--- src/design/wireframe_point_projection_top_assert.svh ---
`ifndef WIREFRAME_POINT_PROJECTION_TOP_ASSERT_SVH
`define WIREFRAME_POINT_PROJECTION_TOP_ASSERT_SVH

// Assertion helpers for the point projection pipeline. They expect clk_i and
// rst_ni in scope.

// Same-cycle implication.
`define WPP_ASSERT_IMPL(lbl, ante, cons, msg) \
  lbl: assert property (@(posedge clk_i) disable iff (!rst_ni) (ante) |-> (cons)) \
    else $error(msg);

// Next-cycle implication.
`define WPP_ASSERT_NEXT(lbl, ante, cons, msg) \
  lbl: assert property (@(posedge clk_i) disable iff (!rst_ni) (ante) |=> (cons)) \
    else $error(msg);

`endif

--- src/design/wpp_pkg.sv ---
package wpp_pkg;

  localparam int unsigned GridDimDefault = 1024;
  localparam int unsigned TrigFracBits   = 14;

  localparam int unsigned IdxW    = 10;
  localparam int unsigned TrigW   = 16;
  localparam int unsigned ZoomW   = 8;
  localparam int unsigned HScaleW = 21;
  localparam int unsigned HeightW = 16;
  localparam int unsigned ColorW  = 24;
  localparam int unsigned CfgW    = 21;

  // Division by ten works on a 36-bit magnitude in three 12-bit chunks.
  localparam int unsigned DivChunkW = 12;
  localparam int unsigned DivMagW   = 3 * DivChunkW;
  localparam int unsigned ZW        = 35;
  localparam logic [15:0] Div10Mul  = 16'd52429;
  localparam int unsigned Div10Shift = 19;

  localparam logic [ColorW-1:0] ColorHigh = 24'hFF0000;
  localparam logic [ColorW-1:0] ColorLow  = 24'h00FF00;
  localparam logic signed [HeightW-1:0] HeightRed = 16'sd10;

  localparam logic signed [TrigW-1:0] TrigZeroRst = 16'sd0;
  localparam logic signed [TrigW-1:0] TrigOneRst  = 16'sd16384;
  localparam logic [ZoomW-1:0]        ZoomRst     = 8'd1;
  localparam logic [HScaleW-1:0]      HScaleRst   = 21'd1;

  typedef enum logic [2:0] {
    RegSinAlpha   = 3'd0,
    RegCosAlpha   = 3'd1,
    RegSinBeta    = 3'd2,
    RegCosBeta    = 3'd3,
    RegSinGamma   = 3'd4,
    RegCosGamma   = 3'd5,
    RegZoom       = 3'd6,
    RegHeightScale = 3'd7
  } cfg_reg_e;

  typedef struct packed {
    logic [DivChunkW-1:0] quo;
    logic [3:0]           rem;
  } div_step_t;

  // Fixed-point product scaling, rounding toward zero.
  function automatic logic signed [63:0] tmul(input logic signed [63:0] p);
    logic signed [63:0] bias;
    bias = p[63] ? ((64'sd1 <<< TrigFracBits) - 64'sd1) : 64'sd0;
    return (p + bias) >>> TrigFracBits;
  endfunction

  function automatic logic signed [31:0] sat32(input logic signed [63:0] v);
    logic signed [31:0] res;
    if (v > 64'sd2147483647) begin
      res = 32'sh7FFFFFFF;
    end else if (v < -64'sd2147483648) begin
      res = 32'sh80000000;
    end else begin
      res = 32'(v);
    end
    return res;
  endfunction

endpackage

--- src/design/wpp_div10.sv ---
module wpp_div10 (
  input  logic                           clk_i,
  input  logic [2:0]                     en_i,
  input  logic signed [36:0]             prod_i,
  output logic signed [wpp_pkg::ZW-1:0]  z_o
);

  localparam int unsigned CW = wpp_pkg::DivChunkW;

  // One long-division digit: remainder below ten followed by a chunk.
  // The reciprocal is exact for numerators below 2^18.
  function automatic wpp_pkg::div_step_t div_step(input logic [3:0] r,
                                                  input logic [CW-1:0] c);
    logic [CW+3:0]   n;
    logic [31:0]     prod;
    wpp_pkg::div_step_t res;
    n = {r, c};
    prod = 32'(n) * 32'(wpp_pkg::Div10Mul);
    res.quo = CW'(prod >> wpp_pkg::Div10Shift);
    res.rem = 4'(n - 16'(res.quo) * 16'd10);
    return res;
  endfunction

  logic [wpp_pkg::DivMagW-1:0] mag;
  wpp_pkg::div_step_t          st_a, st_b, st_c;

  logic [CW-1:0]   qa_q;
  logic [3:0]      ra_q;
  logic [2*CW-1:0] la_q;
  logic            nega_q;
  logic [2*CW-1:0] qb_q;
  logic [3:0]      rb_q;
  logic [CW-1:0]   lb_q;
  logic            negb_q;
  logic signed [wpp_pkg::ZW-1:0] z_q;

  assign mag  = wpp_pkg::DivMagW'(prod_i[36] ? -prod_i : prod_i);
  assign st_a = div_step(4'd0, mag[3*CW-1:2*CW]);
  assign st_b = div_step(ra_q, la_q[2*CW-1:CW]);
  assign st_c = div_step(rb_q, lb_q);

  always_ff @(posedge clk_i) begin
    if (en_i[0]) begin
      qa_q   <= st_a.quo;
      ra_q   <= st_a.rem;
      la_q   <= mag[2*CW-1:0];
      nega_q <= prod_i[36];
    end
    if (en_i[1]) begin
      qb_q   <= {qa_q, st_b.quo};
      rb_q   <= st_b.rem;
      lb_q   <= la_q[CW-1:0];
      negb_q <= nega_q;
    end
    if (en_i[2]) begin
      // Quotient of the magnitude, then the sign back on: truncation toward zero.
      z_q <= negb_q ? -wpp_pkg::ZW'({qb_q, st_c.quo})
                    : wpp_pkg::ZW'({qb_q, st_c.quo});
    end
  end

  assign z_o = z_q;

endmodule

--- config.mk ---
export PLATFORM = sky130hd
export DESIGN_NAME = wpp_div10
export DESIGN_NICKNAME = d
export VERILOG_FILES = /design/src/design/wireframe_point_projection_top_assert.svh /design/src/design/wpp_pkg.sv /design/src/design/wpp_div10.sv
export SDC_FILE = /design/constraint.sdc
export NUM_CORES = 1
export LEC_CHECK = 0
export ABC_AREA = 1
export BUFFER_PORTS_ARGS = -buffer_cell sky130_fd_sc_hd__buf_2
export CORE_AREA = 2 2 204 206
export CTS_CLUSTER_DIAMETER = 120
export DETAILED_ROUTE_END_ITERATION = 8
export DIE_AREA = 0 0 206 208
export GPL_ROUTABILITY_DRIVEN = 0
export HOLD_SLACK_MARGIN = 0.06
export SYNTH_ARGS = -nofsm -noshare
export SYNTH_HDL_FRONTEND = slang
export SYNTH_SLANG_ARGS = --single-unit
--- constraint.sdc ---
create_clock -name clk_i -period 6.2 [get_ports clk_i]
set_input_delay 0.31 -clock clk_i [delete_from_list [all_inputs] [get_ports clk_i]]
set_output_delay 0.31 -clock clk_i [all_outputs]
set_load 0.005 [all_outputs]
==> out/metrics.cfg <==
[synth]
synth_top_area_share_pct=22.9
yosysWarnings=0
synth_area_mm2=0.0180
synthArstFlopShare_pct=0
ys_seq_elements=111
yosysMostFrequentCell=inv_1
synth_enable_flop_cells=111
ys.flop_type=edfxtp_1
synth_commonest_cells=545 x inv_1, 348 x nand2_1, 327 x ha_1, 206 x fa_1, 132 x nor2_1
synth_seq_area_share_pct=18.5
synth_top_area_cell=fa_1
synthTopCellsByArea=fa_1 23%, ha_1 23%, edfxtp_1 19%, inv_1 11%, nand2_1 7.3%
syn-instance-count=2071
netlist-cell-type-count=50
synth_area_per_cell_um2=8.69
syn_nets=2645

[critical_path]
critical_path_buf_inv_count=7
worst-path-max-fanout=5
crit_arrival_ns=6.24
cp_data_required_time_ns=6.35
critPathCaptureType=flip-flop
crit_path_max_incr_delay_ns=0.55
slowest_stage=fa_1
crit_path_frequent_cell=nand2_1
startpoint_type=primary input
cpLargestDelayFamily=adder cells
critPathKind=in2reg

[drt]
num_vias=14000
ant_nets=0
drt_wl_total_mm=43.2
drt_iter0_markers=568
via_per_inst=4.83
dr.pass1.iters=5
drc=0
post_drt_wl_per_cell_um=14.9

[floorplan]
chipWidth_um=206
core_area_mm2=0.0406
fp-row-count=74
dieArea_mm2=0.0428
start_util_pct=44.4
die_h_um=208
io_pins=76

[layout]
drive_above_1_share_pct=18.6
num_antenna_cells=0
fillCellCount=3762
areaGrowthSynthToFinish_pct=19.1
finalNetCount=2930

[cts]
clockBufferDepth=2
clock-sinks=111
clk_latency_ns=0.38
postCtsHoldBufs=0
cts_tree=built
htreeDepth=3
clockRootBuffer=clkbuf_16
cts_inserted_buffers=9
clkTransAtPathRegs_ns=0.09

[timing]
drv_slew=0
tightest_slew_ns=0.910
fin_crit_sh_pct=98.3
timing.final.hold_violations=0
fin_setup_tns_ns=0
relSlewSlack_pct=39.4
rsz0062_at_grt=true
skew_ns=0.0214
clock.fmax_mhz=164
post-route-min-period_ns=6.10
setup_viol_count_final=0

[place]
hpwl_mm=38.2
numPortBuffers=75

[grt]
globalRouteOverflowTotal=0
antenna_found_initial=0
met2_usage_pct=36.2
grt_pass1_wl_mm=72.0
grt-busiest-layer=met2
use_met1_pct=28.0
grt_use_total_pct=21.0
grt_pass1_vias=14700
met3_usage_pct=2.51
grt_max_degree=39

[run]
cap_violations=0

[status]
outcome=finished, final reports clean

[hold_path]
hold_class=in2reg

timing repair:
item,in CTS,in global routing
pin swaps,6,46
cloned,0,1
setup endpoints to repair,5,32
gates resized for setup,7,63
buffers inserted,5,26
metrics by stage:
stage | instance area, um^2 | util [%] | cells | hold slack (ns) | setup slack, ns
6_report | 21500 | 52.9 | 2893 | 0.300 | 0.104
5_1_grt | 21500 | 52.9 | 2893 | 0.305 | -0.263
4_1_cts | 20900 | 51.5 | 2866 | 0.281 | 0.00412
3_3_place_gp | 20500 | 50.6 | 2845 | 0.403 | -0.531
2_1_floorplan | 18200 | - | 2071 | 0.400 | -0.117
3_5_place_dp | 20500 | 50.6 | 2845 | 0.405 | -0.595
path summary, 6_finish.rpt:
check | startpoint | to | slack (ns) | cells after the start
worst min register to register | la_q[11] | lb_q[11] | 0.42 | 0
worst max-delay path | prod_i[2] | ra_q[3] | 0.10 | 32
worst min-delay path | prod_i[0] | la_q[0] | 0.30 | 2
worst max register to register | la_q[17] | rb_q[3] | 0.22 | 22
cells in the final DEF (no fill, tap or decap), types with 39 or more instances in the layout:
master	n
a21oi_1	64
buf_2	75
buf_4	206
edfxtp_1	111
fa_1	202
ha_1	297
inv_1	532
nand2_1	329
nand3_1	75
nor2_1	127
o21ai_0	39
xor2_1	50
logic make-up (layout without fill, tap and decap cells):
kind of cell    Yosys count  after routing  synth area share, %
buf+inv                 557            846                 11.7
fa+ha+maj               533            533                 45.6
compound gates          143            143                 4.45
xor+xnor                 77             77                 3.86
simple gates            650            651                 15.8
flops                   111            111                 18.5
registers in the layout (all words and copies together), names as in the netlist:
name / count
negb_q: 1
ra_q: 4
la_q: 24
qb_q: 21
nega_q: 1
qa_q: 9
rb_q: 4
z_o: 35
lb_q: 12
cell type report:
type / instances / area (um^2) / share of cell area, %
timing repair buffer: 281 / 1920 / 8.96
sequential: 111 / 3330 / 15.5
clock inverter: 6 / 53.8 / 0.251
clock buffer: 10 / 229 / 1.07
multi-input combinational: 1404 / 13200 / 61.4
tap: 532 / 666 / 3.10
inverter: 549 / 2080 / 9.69
routing by layer:
metal  part of all wire, %  wire length (um)
met1                    46             20000
met2                    48             20600
met3                   3.8              1660
met4                   2.1               924
met5                     0                 0
Power is not shown: default switching activity piles up to over one toggle a cycle in this logic, so the estimate is an artifact.
